[config.mk]
export PLATFORM = sky130hd
export DESIGN_NAME = range_histogram_with_mean_flat
export DESIGN_NICKNAME = d
export VERILOG_FILES = /design/src/design/rhm_pkg.sv /design/src/design/rhm_in_if.sv /design/src/design/rhm_out_if.sv /design/src/design/rhm_cfg_if.sv /design/src/design/rhm_divider.sv /design/src/design/rhm_bin_store.sv /design/src/design/range_histogram_with_mean.sv /design/src/flat_wrapper.sv
export SDC_FILE = /design/constraint.sdc
export NUM_CORES = 2
export LEC_CHECK = 0
export ABC_AREA = 1
export ABC_CLOCK_PERIOD_IN_PS = 7300
export BUFFER_PORTS_ARGS = -buffer_cell sky130_fd_sc_hd__buf_2
export CORE_AREA = 2 2 469 471
export DETAILED_ROUTE_END_ITERATION = 6
export DIE_AREA = 0 0 471 473
export PLACE_DENSITY = 0.8
export SYNTH_ARGS = -nofsm -noshare
export SYNTH_HDL_FRONTEND = slang
export SYNTH_SLANG_ARGS = --single-unit
[constraint.sdc]
create_clock -name clk -period 7.3 [get_ports clk]
set_input_delay 1.095 -clock clk [delete_from_list [all_inputs] [get_ports clk]]
set_output_delay 1.095 -clock clk [all_outputs]
set_load 0.01 [all_outputs]
[src/design/rhm_pkg.sv]
// ----------------------------------------------------------------------------
// rhm_pkg
// Shared widths, codes and request types for the range histogram block.
// ----------------------------------------------------------------------------
package rhm_pkg;

  localparam int SAMPLE_BITS = 16;
  localparam int NUM_BINS    = 64;
  localparam int BIN_IDX_W   = $clog2(NUM_BINS);
  localparam int BINS_W      = $clog2(NUM_BINS + 1);
  localparam int CNT_W       = 32;
  localparam int SUM_W       = 48;
  localparam int FRAC_BITS   = 8;
  localparam int MEAN_W      = 24;
  localparam int CFG_IDX_W   = 2;
  localparam int CFG_DATA_W  = 16;

  // Bin index dividend is (sample - low) * bins; the mean dividend is |sum| << 8.
  localparam int PROD_W = SAMPLE_BITS + BINS_W;
  localparam int DIV_W  = SUM_W + FRAC_BITS;
  localparam int DVS_W  = CNT_W;
  localparam int ITER_W = $clog2(DIV_W + 1);

  typedef enum logic [1:0] {
    ACT_ADD   = 2'd0,
    ACT_READ  = 2'd1,
    ACT_CLEAR = 2'd2
  } action_t;

  typedef enum logic [CFG_IDX_W-1:0] {
    CFG_LOW_BOUND  = 2'd0,
    CFG_HIGH_BOUND = 2'd1,
    CFG_BINS       = 2'd2
  } cfg_reg_t;

  typedef enum logic [3:0] {
    ST_IDLE,
    ST_BIN_START,
    ST_BIN_DIV,
    ST_BIN_RD,
    ST_BIN_WR,
    ST_MEAN_START,
    ST_MEAN_DIV,
    ST_READ_WAIT,
    ST_DONE
  } state_t;

  typedef struct packed {
    logic              start;
    logic [ITER_W-1:0] iters;
    logic [DIV_W-1:0]  dividend;
    logic [DVS_W-1:0]  divisor;
  } div_req_t;

  typedef struct packed {
    logic             done;
    logic [DIV_W-1:0] quotient;
  } div_rsp_t;

  typedef struct packed {
    logic                 rd_en;
    logic                 wr_en;
    logic                 clear;
    logic [BIN_IDX_W-1:0] addr;
    logic [CNT_W-1:0]     wr_data;
  } mem_req_t;

endpackage

[src/design/rhm_in_if.sv]
// ----------------------------------------------------------------------------
// rhm_in_if
// Request channel carrying one histogram action.
// ----------------------------------------------------------------------------
interface rhm_in_if;
  import rhm_pkg::*;

  logic                          valid;
  logic                          ready;
  logic [1:0]                    action;
  logic signed [SAMPLE_BITS-1:0] sample;
  logic [BIN_IDX_W-1:0]          bin_index;

  modport source (output valid, output action, output sample, output bin_index,
                  input ready);
  modport sink   (input valid, input action, input sample, input bin_index,
                  output ready);
endinterface

[src/design/rhm_out_if.sv]
// ----------------------------------------------------------------------------
// rhm_out_if
// Result channel carrying the status of one completed request.
// ----------------------------------------------------------------------------
interface rhm_out_if;
  import rhm_pkg::*;

  logic                     valid;
  logic                     ready;
  logic                     sample_accepted;
  logic [BINS_W-1:0]        bin_hit;
  logic [CNT_W-1:0]         bin_count_value;
  logic [CNT_W-1:0]         samples_in_range;
  logic [CNT_W-1:0]         samples_out_of_range;
  logic signed [MEAN_W-1:0] mean_value;

  modport source (output valid, output sample_accepted, output bin_hit,
                  output bin_count_value, output samples_in_range,
                  output samples_out_of_range, output mean_value, input ready);
  modport sink   (input valid, input sample_accepted, input bin_hit,
                  input bin_count_value, input samples_in_range,
                  input samples_out_of_range, input mean_value, output ready);
endinterface

[src/design/rhm_cfg_if.sv]
// ----------------------------------------------------------------------------
// rhm_cfg_if
// Register write channel: register index and write data.
// ----------------------------------------------------------------------------
interface rhm_cfg_if;
  import rhm_pkg::*;

  logic                  valid;
  logic                  ready;
  logic [CFG_IDX_W-1:0]  index;
  logic [CFG_DATA_W-1:0] data;

  modport source (output valid, output index, output data, input ready);
  modport sink   (input valid, input index, input data, output ready);
endinterface

[src/design/rhm_divider.sv]
// ----------------------------------------------------------------------------
// rhm_divider
// Shared radix-2 restoring divider, one quotient bit per cycle.
// ----------------------------------------------------------------------------
module rhm_divider (
  input  logic              clk,
  input  logic              rst_n,
  input  rhm_pkg::div_req_t req,
  output rhm_pkg::div_rsp_t rsp
);
  import rhm_pkg::*;

  logic              busy_r;
  logic              done_r;
  logic [ITER_W-1:0] cnt_r;
  logic [DVS_W-1:0]  rem_r;
  logic [DIV_W-1:0]  quo_r;
  logic [DVS_W-1:0]  dvs_r;

  logic [DVS_W:0]    shifted;
  logic [DVS_W+1:0]  trial;
  logic              ge;

  // The caller left-aligns the dividend, so only the top iters bits are
  // walked and the quotient lands in the low bits of quo_r.
  assign shifted = {rem_r, quo_r[DIV_W-1]};
  assign trial   = {1'b0, shifted} - {2'b00, dvs_r};
  assign ge      = !trial[DVS_W+1];

  always_ff @(posedge clk) begin
    if (!rst_n) begin
      busy_r <= 1'b0;
      done_r <= 1'b0;
      cnt_r  <= '0;
    end else begin
      done_r <= 1'b0;
      if (req.start) begin
        busy_r <= 1'b1;
        cnt_r  <= req.iters;
      end else if (busy_r) begin
        cnt_r <= cnt_r - ITER_W'(1);
        if (cnt_r == ITER_W'(1)) begin
          busy_r <= 1'b0;
          done_r <= 1'b1;
        end
      end
    end
  end

  always_ff @(posedge clk) begin
    if (req.start) begin
      rem_r <= '0;
      quo_r <= req.dividend;
      dvs_r <= req.divisor;
    end else if (busy_r) begin
      rem_r <= ge ? trial[DVS_W-1:0] : shifted[DVS_W-1:0];
      quo_r <= {quo_r[DIV_W-2:0], ge};
    end
  end

  assign rsp.done     = done_r;
  assign rsp.quotient = quo_r;

endmodule

[src/design/rhm_bin_store.sv]
// ----------------------------------------------------------------------------
// rhm_bin_store
// Bin count memory with one valid bit per bin, so a clear empties every bin at once.
// ----------------------------------------------------------------------------
module rhm_bin_store (
  input  logic                     clk,
  input  logic                     rst_n,
  input  rhm_pkg::mem_req_t        req,
  output logic [rhm_pkg::CNT_W-1:0] rd_data
);
  import rhm_pkg::*;

  logic [CNT_W-1:0]    mem [NUM_BINS];
  logic [NUM_BINS-1:0] vld_r;
  logic [CNT_W-1:0]    rd_mem_r;
  logic                rd_vld_r;

  always_ff @(posedge clk) begin
    if (req.wr_en) begin
      mem[req.addr] <= req.wr_data;
    end
    if (req.rd_en) begin
      rd_mem_r <= mem[req.addr];
    end
  end

  always_ff @(posedge clk) begin
    if (!rst_n) begin
      vld_r    <= '0;
      rd_vld_r <= 1'b0;
    end else begin
      if (req.clear) begin
        vld_r <= '0;
      end else if (req.wr_en) begin
        vld_r[req.addr] <= 1'b1;
      end
      if (req.rd_en) begin
        rd_vld_r <= vld_r[req.addr];
      end
    end
  end

  // A bin never written since reset or the last clear reads as zero.
  assign rd_data = rd_vld_r ? rd_mem_r : '0;

endmodule

[src/design/range_histogram_with_mean.sv]
// ----------------------------------------------------------------------------
// range_histogram_with_mean
// Histogram of signed samples over a programmable range, with running mean.
// ----------------------------------------------------------------------------
// Usage:
//   in_ch carries one request: add a sample, read one bin count, or clear
//   the histogram. out_ch returns exactly one result per request with the
//   add status, the bin read, both sample counters and the mean in Q15.8.
//   cfg_ch writes low_bound, high_bound and bins_in_use; it is always ready
//   and is meant to be written only while no request is in flight.
// Timing:
//   One request is worked at a time. An in-range add runs the shared radix-2
//   divider twice, once for the bin index (23 quotient bits) and once for
//   the mean (56 quotient bits); a zero-width range skips the first division.
//   An out-of-range add, a clear or an unknown action goes straight to
//   ST_DONE; a read first waits in ST_READ_WAIT for the bin store.
//   The divider sets the rate of in-range adds.
// Reset:
//   rst_n clears the counters, the sum, the mean and all bins (through their
//   valid bits), and sets the range to 0..0 with one bin. No clearing pass.
// Backpressure:
//   A finished result sits in the output register; the next request is taken
//   meanwhile and only its completion waits for out_ch.ready.
// ----------------------------------------------------------------------------
module range_histogram_with_mean (
  input logic       clk,
  input logic       rst_n,
  rhm_in_if.sink    in_ch,
  rhm_out_if.source out_ch,
  rhm_cfg_if.sink   cfg_ch
);
  import rhm_pkg::*;

  localparam logic [SUM_W-1:0]  SUM_MAX  = {1'b0, {(SUM_W-1){1'b1}}};
  localparam logic [SUM_W-1:0]  SUM_MIN  = {1'b1, {(SUM_W-1){1'b0}}};
  localparam logic [MEAN_W-1:0] MEAN_MAX = {1'b0, {(MEAN_W-1){1'b1}}};
  localparam logic [MEAN_W-1:0] MEAN_MIN = {1'b1, {(MEAN_W-1){1'b0}}};

  state_t state_r, state_nxt;

  logic signed [SAMPLE_BITS-1:0] low_r;
  logic signed [SAMPLE_BITS-1:0] high_r;
  logic [BINS_W-1:0]             bins_r;

  logic [CNT_W-1:0]        in_cnt_r, in_cnt_nxt;
  logic [CNT_W-1:0]        out_cnt_r, out_cnt_nxt;
  logic [SUM_W-1:0]        sum_r, sum_nxt;
  logic [MEAN_W-1:0]       mean_r, mean_nxt;
  logic [SAMPLE_BITS-1:0]  diff_r, diff_nxt;
  logic [SAMPLE_BITS-1:0]  range_r, range_nxt;
  logic [BINS_W-1:0]       ix_r, ix_nxt;
  logic [BIN_IDX_W-1:0]    rd_idx_r, rd_idx_nxt;
  logic                    res_acc_r, res_acc_nxt;
  logic [BINS_W-1:0]       res_hit_r, res_hit_nxt;
  logic [CNT_W-1:0]        res_read_r, res_read_nxt;

  logic                    out_vld_r, out_vld_nxt;
  logic                    out_load;
  logic                    out_acc_r;
  logic [BINS_W-1:0]       out_hit_r;
  logic [CNT_W-1:0]        out_read_r;
  logic [CNT_W-1:0]        out_in_cnt_r;
  logic [CNT_W-1:0]        out_out_cnt_r;
  logic [MEAN_W-1:0]       out_mean_r;

  logic [BINS_W-1:0]         nb_w;
  logic                      in_acc;
  logic                      in_range_w;
  logic signed [SAMPLE_BITS:0] diff_w;
  logic signed [SAMPLE_BITS:0] range_w;
  logic [SUM_W:0]            sum_ext;
  logic [SUM_W-1:0]          sum_sat;
  logic [SUM_W-1:0]          sum_mag;
  logic [PROD_W-1:0]         prod_w;
  logic [DIV_W-1:0]          quo_w;
  logic [CNT_W-1:0]          mem_rd_data;

  div_req_t div_req;
  div_rsp_t div_rsp;
  mem_req_t mem_req;

  rhm_divider u_div (
    .clk   (clk),
    .rst_n (rst_n),
    .req   (div_req),
    .rsp   (div_rsp)
  );

  rhm_bin_store u_bins (
    .clk     (clk),
    .rst_n   (rst_n),
    .req     (mem_req),
    .rd_data (mem_rd_data)
  );

  // Configuration registers.
  assign cfg_ch.ready = 1'b1;

  always_ff @(posedge clk) begin
    if (!rst_n) begin
      low_r  <= '0;
      high_r <= '0;
      bins_r <= BINS_W'(1);
    end else if (cfg_ch.valid) begin
      unique case (cfg_ch.index)
        CFG_LOW_BOUND:  low_r  <= cfg_ch.data[SAMPLE_BITS-1:0];
        CFG_HIGH_BOUND: high_r <= cfg_ch.data[SAMPLE_BITS-1:0];
        CFG_BINS:       bins_r <= cfg_ch.data[BINS_W-1:0];
        default: ;
      endcase
    end
  end

  // Effective bin count: zero acts as one, anything above the store size clamps.
  always_comb begin
    if (bins_r == '0) begin
      nb_w = BINS_W'(1);
    end else if (bins_r > BINS_W'(NUM_BINS)) begin
      nb_w = BINS_W'(NUM_BINS);
    end else begin
      nb_w = bins_r;
    end
  end

  assign in_ch.ready = (state_r == ST_IDLE);
  assign in_acc      = in_ch.valid && in_ch.ready;

  assign in_range_w = (in_ch.sample >= low_r) && (in_ch.sample <= high_r);
  assign diff_w     = {in_ch.sample[SAMPLE_BITS-1], in_ch.sample}
                    - {low_r[SAMPLE_BITS-1], low_r};
  assign range_w    = {high_r[SAMPLE_BITS-1], high_r} - {low_r[SAMPLE_BITS-1], low_r};

  // Saturating 48-bit accumulate of the sample.
  assign sum_ext = {sum_r[SUM_W-1], sum_r} + (SUM_W+1)'(in_ch.sample);
  always_comb begin
    if (sum_ext[SUM_W] != sum_ext[SUM_W-1]) begin
      sum_sat = sum_ext[SUM_W] ? SUM_MIN : SUM_MAX;
    end else begin
      sum_sat = sum_ext[SUM_W-1:0];
    end
  end

  assign sum_mag = sum_r[SUM_W-1] ? (SUM_W'(0) - sum_r) : sum_r;
  assign prod_w  = PROD_W'(diff_r) * PROD_W'(nb_w);
  assign quo_w   = div_rsp.quotient;

  always_ff @(posedge clk) begin
    if (!rst_n) begin
      state_r   <= ST_IDLE;
      in_cnt_r  <= '0;
      out_cnt_r <= '0;
      sum_r     <= '0;
      mean_r    <= '0;
      out_vld_r <= 1'b0;
    end else begin
      state_r   <= state_nxt;
      in_cnt_r  <= in_cnt_nxt;
      out_cnt_r <= out_cnt_nxt;
      sum_r     <= sum_nxt;
      mean_r    <= mean_nxt;
      out_vld_r <= out_vld_nxt;
    end
  end

  always_ff @(posedge clk) begin
    diff_r     <= diff_nxt;
    range_r    <= range_nxt;
    ix_r       <= ix_nxt;
    rd_idx_r   <= rd_idx_nxt;
    res_acc_r  <= res_acc_nxt;
    res_hit_r  <= res_hit_nxt;
    res_read_r <= res_read_nxt;
    if (out_load) begin
      out_acc_r     <= res_acc_r;
      out_hit_r     <= res_hit_r;
      out_read_r    <= res_read_r;
      out_in_cnt_r  <= in_cnt_r;
      out_out_cnt_r <= out_cnt_r;
      out_mean_r    <= mean_r;
    end
  end

  always_comb begin
    state_nxt    = state_r;
    in_cnt_nxt   = in_cnt_r;
    out_cnt_nxt  = out_cnt_r;
    sum_nxt      = sum_r;
    mean_nxt     = mean_r;
    diff_nxt     = diff_r;
    range_nxt    = range_r;
    ix_nxt       = ix_r;
    rd_idx_nxt   = rd_idx_r;
    res_acc_nxt  = res_acc_r;
    res_hit_nxt  = res_hit_r;
    res_read_nxt = res_read_r;
    out_load     = 1'b0;
    out_vld_nxt  = out_vld_r && !out_ch.ready;

    div_req.start    = 1'b0;
    div_req.iters    = ITER_W'(DIV_W);
    div_req.dividend = {sum_mag, FRAC_BITS'(0)};
    div_req.divisor  = in_cnt_r;

    mem_req.rd_en   = 1'b0;
    mem_req.wr_en   = 1'b0;
    mem_req.clear   = 1'b0;
    mem_req.addr    = ix_r[BIN_IDX_W-1:0];
    mem_req.wr_data = (mem_rd_data == '1) ? mem_rd_data : mem_rd_data + CNT_W'(1);

    unique case (state_r)
      ST_IDLE: begin
        if (in_acc) begin
          res_acc_nxt  = 1'b0;
          res_hit_nxt  = BINS_W'(NUM_BINS);
          res_read_nxt = '0;
          rd_idx_nxt   = in_ch.bin_index;
          diff_nxt     = diff_w[SAMPLE_BITS-1:0];
          range_nxt    = range_w[SAMPLE_BITS-1:0];
          state_nxt    = ST_DONE;
          case (in_ch.action)
            ACT_ADD: begin
              if (!in_range_w) begin
                if (out_cnt_r != '1) begin
                  out_cnt_nxt = out_cnt_r + CNT_W'(1);
                end
              end else begin
                res_acc_nxt = 1'b1;
                // A saturated in-range count freezes the sum as well.
                if (in_cnt_r != '1) begin
                  in_cnt_nxt = in_cnt_r + CNT_W'(1);
                  sum_nxt    = sum_sat;
                end
                state_nxt = ST_BIN_START;
              end
            end
            ACT_READ: begin
              mem_req.rd_en = 1'b1;
              mem_req.addr  = in_ch.bin_index;
              state_nxt     = ST_READ_WAIT;
            end
            ACT_CLEAR: begin
              mem_req.clear = 1'b1;
              in_cnt_nxt    = '0;
              sum_nxt       = '0;
              mean_nxt      = '0;
            end
            default: ;
          endcase
        end
      end

      ST_BIN_START: begin
        if (range_r == '0) begin
          ix_nxt    = '0;
          state_nxt = ST_BIN_RD;
        end else begin
          div_req.start    = 1'b1;
          div_req.iters    = ITER_W'(PROD_W);
          div_req.dividend = {prod_w, {(DIV_W-PROD_W){1'b0}}};
          div_req.divisor  = DVS_W'(range_r);
          state_nxt        = ST_BIN_DIV;
        end
      end

      ST_BIN_DIV: begin
        if (div_rsp.done) begin
          ix_nxt    = quo_w[BINS_W-1:0];
          state_nxt = ST_BIN_RD;
        end
      end

      ST_BIN_RD: begin
        // With nonzero width, a sample on the high bound gets index = bin count.
        if (ix_r < nb_w) begin
          mem_req.rd_en = 1'b1;
          state_nxt     = ST_BIN_WR;
        end else begin
          state_nxt = ST_MEAN_START;
        end
      end

      ST_BIN_WR: begin
        mem_req.wr_en = 1'b1;
        res_hit_nxt   = ix_r;
        state_nxt     = ST_MEAN_START;
      end

      ST_MEAN_START: begin
        div_req.start = 1'b1;
        state_nxt     = ST_MEAN_DIV;
      end

      ST_MEAN_DIV: begin
        if (div_rsp.done) begin
          if (sum_r[SUM_W-1]) begin
            if (quo_w > DIV_W'(MEAN_MIN)) begin
              mean_nxt = MEAN_MIN;
            end else begin
              mean_nxt = MEAN_W'(0) - quo_w[MEAN_W-1:0];
            end
          end else begin
            if (quo_w > DIV_W'(MEAN_MAX)) begin
              mean_nxt = MEAN_MAX;
            end else begin
              mean_nxt = quo_w[MEAN_W-1:0];
            end
          end
          state_nxt = ST_DONE;
        end
      end

      ST_READ_WAIT: begin
        res_read_nxt = ({1'b0, rd_idx_r} < nb_w) ? mem_rd_data : '0;
        state_nxt    = ST_DONE;
      end

      ST_DONE: begin
        if (!out_vld_r || out_ch.ready) begin
          out_load    = 1'b1;
          out_vld_nxt = 1'b1;
          state_nxt   = ST_IDLE;
        end
      end

      default: state_nxt = ST_IDLE;
    endcase
  end

  assign out_ch.valid                = out_vld_r;
  assign out_ch.sample_accepted      = out_acc_r;
  assign out_ch.bin_hit              = out_hit_r;
  assign out_ch.bin_count_value      = out_read_r;
  assign out_ch.samples_in_range     = out_in_cnt_r;
  assign out_ch.samples_out_of_range = out_out_cnt_r;
  assign out_ch.mean_value           = out_mean_r;

endmodule

[src/flat_wrapper.sv]
// flat-port wrapper written by rule: the top's interface ports become plain ports
module range_histogram_with_mean_flat import rhm_pkg::*;
  (clk, rst_n, in_ch_valid, in_ch_action, in_ch_sample, in_ch_bin_index, in_ch_ready, out_ch_valid, out_ch_sample_accepted, out_ch_bin_hit, out_ch_bin_count_value, out_ch_samples_in_range, out_ch_samples_out_of_range, out_ch_mean_value, out_ch_ready, cfg_ch_valid, cfg_ch_index, cfg_ch_data, cfg_ch_ready);
  rhm_in_if in_ch_i ();
  rhm_out_if out_ch_i ();
  rhm_cfg_if cfg_ch_i ();
  input logic clk;
  input logic rst_n;
  input wire logic [$bits(in_ch_i.valid)-1:0] in_ch_valid;
  input wire logic [$bits(in_ch_i.action)-1:0] in_ch_action;
  input wire logic [$bits(in_ch_i.sample)-1:0] in_ch_sample;
  input wire logic [$bits(in_ch_i.bin_index)-1:0] in_ch_bin_index;
  output wire logic [$bits(in_ch_i.ready)-1:0] in_ch_ready;
  output wire logic [$bits(out_ch_i.valid)-1:0] out_ch_valid;
  output wire logic [$bits(out_ch_i.sample_accepted)-1:0] out_ch_sample_accepted;
  output wire logic [$bits(out_ch_i.bin_hit)-1:0] out_ch_bin_hit;
  output wire logic [$bits(out_ch_i.bin_count_value)-1:0] out_ch_bin_count_value;
  output wire logic [$bits(out_ch_i.samples_in_range)-1:0] out_ch_samples_in_range;
  output wire logic [$bits(out_ch_i.samples_out_of_range)-1:0] out_ch_samples_out_of_range;
  output wire logic [$bits(out_ch_i.mean_value)-1:0] out_ch_mean_value;
  input wire logic [$bits(out_ch_i.ready)-1:0] out_ch_ready;
  input wire logic [$bits(cfg_ch_i.valid)-1:0] cfg_ch_valid;
  input wire logic [$bits(cfg_ch_i.index)-1:0] cfg_ch_index;
  input wire logic [$bits(cfg_ch_i.data)-1:0] cfg_ch_data;
  output wire logic [$bits(cfg_ch_i.ready)-1:0] cfg_ch_ready;
  assign in_ch_i.valid = in_ch_valid;
  assign in_ch_i.action = in_ch_action;
  assign in_ch_i.sample = in_ch_sample;
  assign in_ch_i.bin_index = in_ch_bin_index;
  assign in_ch_ready = in_ch_i.ready;
  assign out_ch_valid = out_ch_i.valid;
  assign out_ch_sample_accepted = out_ch_i.sample_accepted;
  assign out_ch_bin_hit = out_ch_i.bin_hit;
  assign out_ch_bin_count_value = out_ch_i.bin_count_value;
  assign out_ch_samples_in_range = out_ch_i.samples_in_range;
  assign out_ch_samples_out_of_range = out_ch_i.samples_out_of_range;
  assign out_ch_mean_value = out_ch_i.mean_value;
  assign out_ch_i.ready = out_ch_ready;
  assign cfg_ch_i.valid = cfg_ch_valid;
  assign cfg_ch_i.index = cfg_ch_index;
  assign cfg_ch_i.data = cfg_ch_data;
  assign cfg_ch_ready = cfg_ch_i.ready;
  range_histogram_with_mean u_core (.clk(clk), .rst_n(rst_n), .in_ch(in_ch_i), .out_ch(out_ch_i), .cfg_ch(cfg_ch_i));
endmodule
==> metrics.md <==
| Metric | Value |
|---|---|
| Status | finished, violations left |
| Failing checks | capacitance limit, slew limit |
| Starting DRT DRC Count | approximately 13000 |
| Worst Max-Slew Pin Slew | between 1500 and 2000 ps |
| Crit-path max FO | 20 |
| Netlist cell types | between 50 and 60 |
| Total track usage | 0.330 |
| Area Overhead vs Synth | 11.3% |
| Layout cells sized above 1 | 0.0724 |
| Mapped Area | about 0.12 mm2 |
| Placer Congestion | 1.02 |
| Final setup viols | 0 |
| Static Leak | about 56 nW |
| Slew Viols, Final | 34 |
| WL final | 375 mm |
| Slew margin rel. | -0.0301 |
| Final period utilization | 0.862 |
| Area share of the largest cell type after synthesis | 0.580 |
| Largest area contributor in the netlist | edfxtp_1 |
| WL met3 | ~48 mm |
| Total congestion overflow | 0 |
| Pwr dens | about 350 mW/mm2 |
| First drt pass iteration count | 7 |
| Seq cells post-synth | approximately 2700 |
| Die area | approximately 0.22 mm2 |
| Largest net degree at the start of global routing | between 150 and 200 |
| Most frequent cell after synthesis | nand2_1 |
| DRC Markers | 0 |
| EDFF count, synth | approximately 2400 |
| Synth warnings | 0 |
| DR vias/cell | 5.89 |
| Final Cell Area | 0.137 mm2 |
| Die Wd | about 470 um |
| CORE AREA | around 0.22 mm2 |
| CTS clk-pin slew, worst paths | about 60 ps |
| Dominant cells by area after synthesis | edfxtp_1 58%, nand2_1 17%, dfxtp_1 4.6% |
| Max layer used | met5 |
| Clk buf depth | 4 |
| Synth async-reset ratio | 0 |
| Starting Density | 0.565 |
| Postcts setup bufs | 0 |
| Worst setup EP type | register |
| WL/cell | 23.2 um |
| Setup TNS | 0 ps |
| Vias | between 90000 and 100k |
| Setup crit start kind | register |
| WS Path Type | reg2reg |
| Min cycle time layout | 6290 ps |
| Max VDD drop | 0.400 mV |
| Cell Rows | 172 |
| Arr. time, crit path | 6920 ps |
| CTS tree | yes |
| Layout Skew | just under 100 ps |
| Num CTS Buffers | slightly below 300 |
| Post_cts resized | 0 |
| Placed Area | around 0.13 mm2 |
| Vias in the first global route | between 80000 and 90000 |
| Clk root buf | clkbuf_16 |
| Remaining antenna violation count | 0 |
| Commonest cells in the netlist | 5671 x nand2_1, 2381 x edfxtp_1, 863 x a21oi_1 |
| IO Port Bufs | about 180 |
| Nets@finish | between 10000 and 15000 |
| Clk_lat worst skew | about 950 ps |
| WL met2 | 166 mm |
| Dpl hpwl | between 200 and 250 mm |
| First-pass GRT wire length | around 550 mm |
| Initial antenna violation count | 34 |
| Final Hold Violating Endpoints | 0 |
| Clock Sinks | roughly 2700 |
| Commonest register cell after synthesis | edfxtp_1 |
| H-tree depth | 5 |
| Maxcap violations | 1 |
| Met1 WL | between 100 and 150 mm |
| Min Hold Slack | 369 ps |
| Syn Nets | between 10000 and 15000 |
| Chip Height | roughly 470 um |
| Cells after Synth | around 13000 |
| RSZ-0062 raised after global routing | no |
| Worst Path Required | ~7900 ps |
| Avg Cell Area, Syn | 9.52 um2 |
| Hold Crit Class | reg2reg |
| Sequential cell area fraction in the yosys report | 0.626 |
| Post-CTS Hold Buffers | 0 |
| Fmax | ~160 MHz |
| I/O pin total | 178 |
-- metal layers --
layer  GRT usage  vias up
li1            -    43172
met1       0.426    44542
met2       0.503     6141
met3      0.0830     1247
met4       0.202       26
met5           0        -
-- critical path, stage by stage, from the launching register on --
cell      delay [ps]
dfxtp_1          800
nand2_1          200
nand2_1          530
inv_1            180
nand2_1          120
fa_1             450
fa_1             570
inv_1             70
fa_1             540
inv_1             60
fa_1             530
inv_1             40
ha_1             360
nand4_1          100
o21ai_0          450
a21boi_0         300
or2_2            340
nand3_1           70
nand2_1           50
inv_1             70
nand2_1           50
nand3_1           60
nand2_1           70
-- logic make-up (layout without fill, tap and decap cells) --
group / Yosys count / after routing / share of synthesized area
flops: 2666 / 2666 / 0.626
other cells: 1 / 13 / 0.0000304
xor+xnor: 188 / 188 / 0.0134
compound gates: 1457 / 1457 / 0.0627
simple gates: 7109 / 7109 / 0.226
fa+ha+maj: 259 / 259 / 0.0307
buf+inv: 1279 / 1600 / 0.0415
-- placed cells by master (no fill, tap or decap), types with 58 or more instances in the layout --
cell type / count
dfxtp_1: 284
nor3_1: 97
buf_2: 176
a21oi_1: 862
edfxtp_1: 2381
fa_1: 73
clkbuf_1: 66
nand2_1: 5663
buf_4: 197
nor2_1: 760
ha_1: 186
nand3_1: 265
nand4_1: 115
xor2_1: 115
nor2_4: 58
o21ai_0: 405
inv_1: 680
clkbuf_16: 296
-- flip-flops by register name (all words and copies together), names as in the netlist, 24 cells and up --
signal,count
u_core.u_bins.vld_r,64
u_core.u_bins.mem,2048
u_core.out_cnt_r,32
u_core.out_ch.bin_count_value,32
u_core.res_read_r,32
u_core.in_cnt_r,32
u_core.mean_r,24
u_core.u_div.rem_r,32
u_core.u_bins.rd_mem_r,32
u_core.out_ch.mean_value,24
u_core.u_div.quo_r,56
u_core.out_ch.samples_in_range,32
u_core.out_ch.samples_out_of_range,32
u_core.sum_r,48
u_core.u_div.dvs_r,32
-- report_power, final --
part           internal [W]  switching (W)  total [W]
Sequential           0.0178       0.000644     0.0185
Clock               0.00833        0.00591     0.0142
Combinational       0.00396         0.0116     0.0155
Total                0.0301         0.0181     0.0482
-- stage by stage --
stage / utilization / power (W) / worst slack [ps] / cells
global placement: 0.588 / 0.0334 / 1020 / 15654
detailed placement: 0.588 / 0.0337 / 1030 / 15654
global route: 0.629 / 0.0502 / 624 / 16154
CTS: 0.629 / 0.0478 / 962 / 16151
floorplan: - / 0.0287 / 1910 / 12959
finish: 0.629 / 0.0482 / 1010 / 16163
-- final timing paths --
kind	from	endpoint	slack, ps	cells after the start
setup / recovery	u_core.bins_r[6]	u_core.u_div.quo_r[44]	1010	22
hold / removal	u_core.res_read_r[31]	u_core.out_ch.bin_count_value[31]	370	0
setup reg to reg	u_core.bins_r[6]	u_core.u_div.quo_r[44]	1010	22
hold reg to reg	u_core.res_read_r[31]	u_core.out_ch.bin_count_value[31]	370	0
-- area by class of cell --
| cell class | count | area, um2 |
|---|---|---|
| Inverter | 703 | 2680 |
| Clock buffer | 375 | 7830 |
| Clock inverter | 122 | 1190 |
| Timing Repair Buffer | 400 | 2900 |
| Tap cell | 2871 | 3590 |
| Fill cell | 16570 | 81000 |
| Sequential cell | 2666 | 77200 |
| Multi-Input combinational cell | 9014 | 41800 |
| Antenna cell | 12 | 30.0 |
Power figures use the tool's default switching activity.
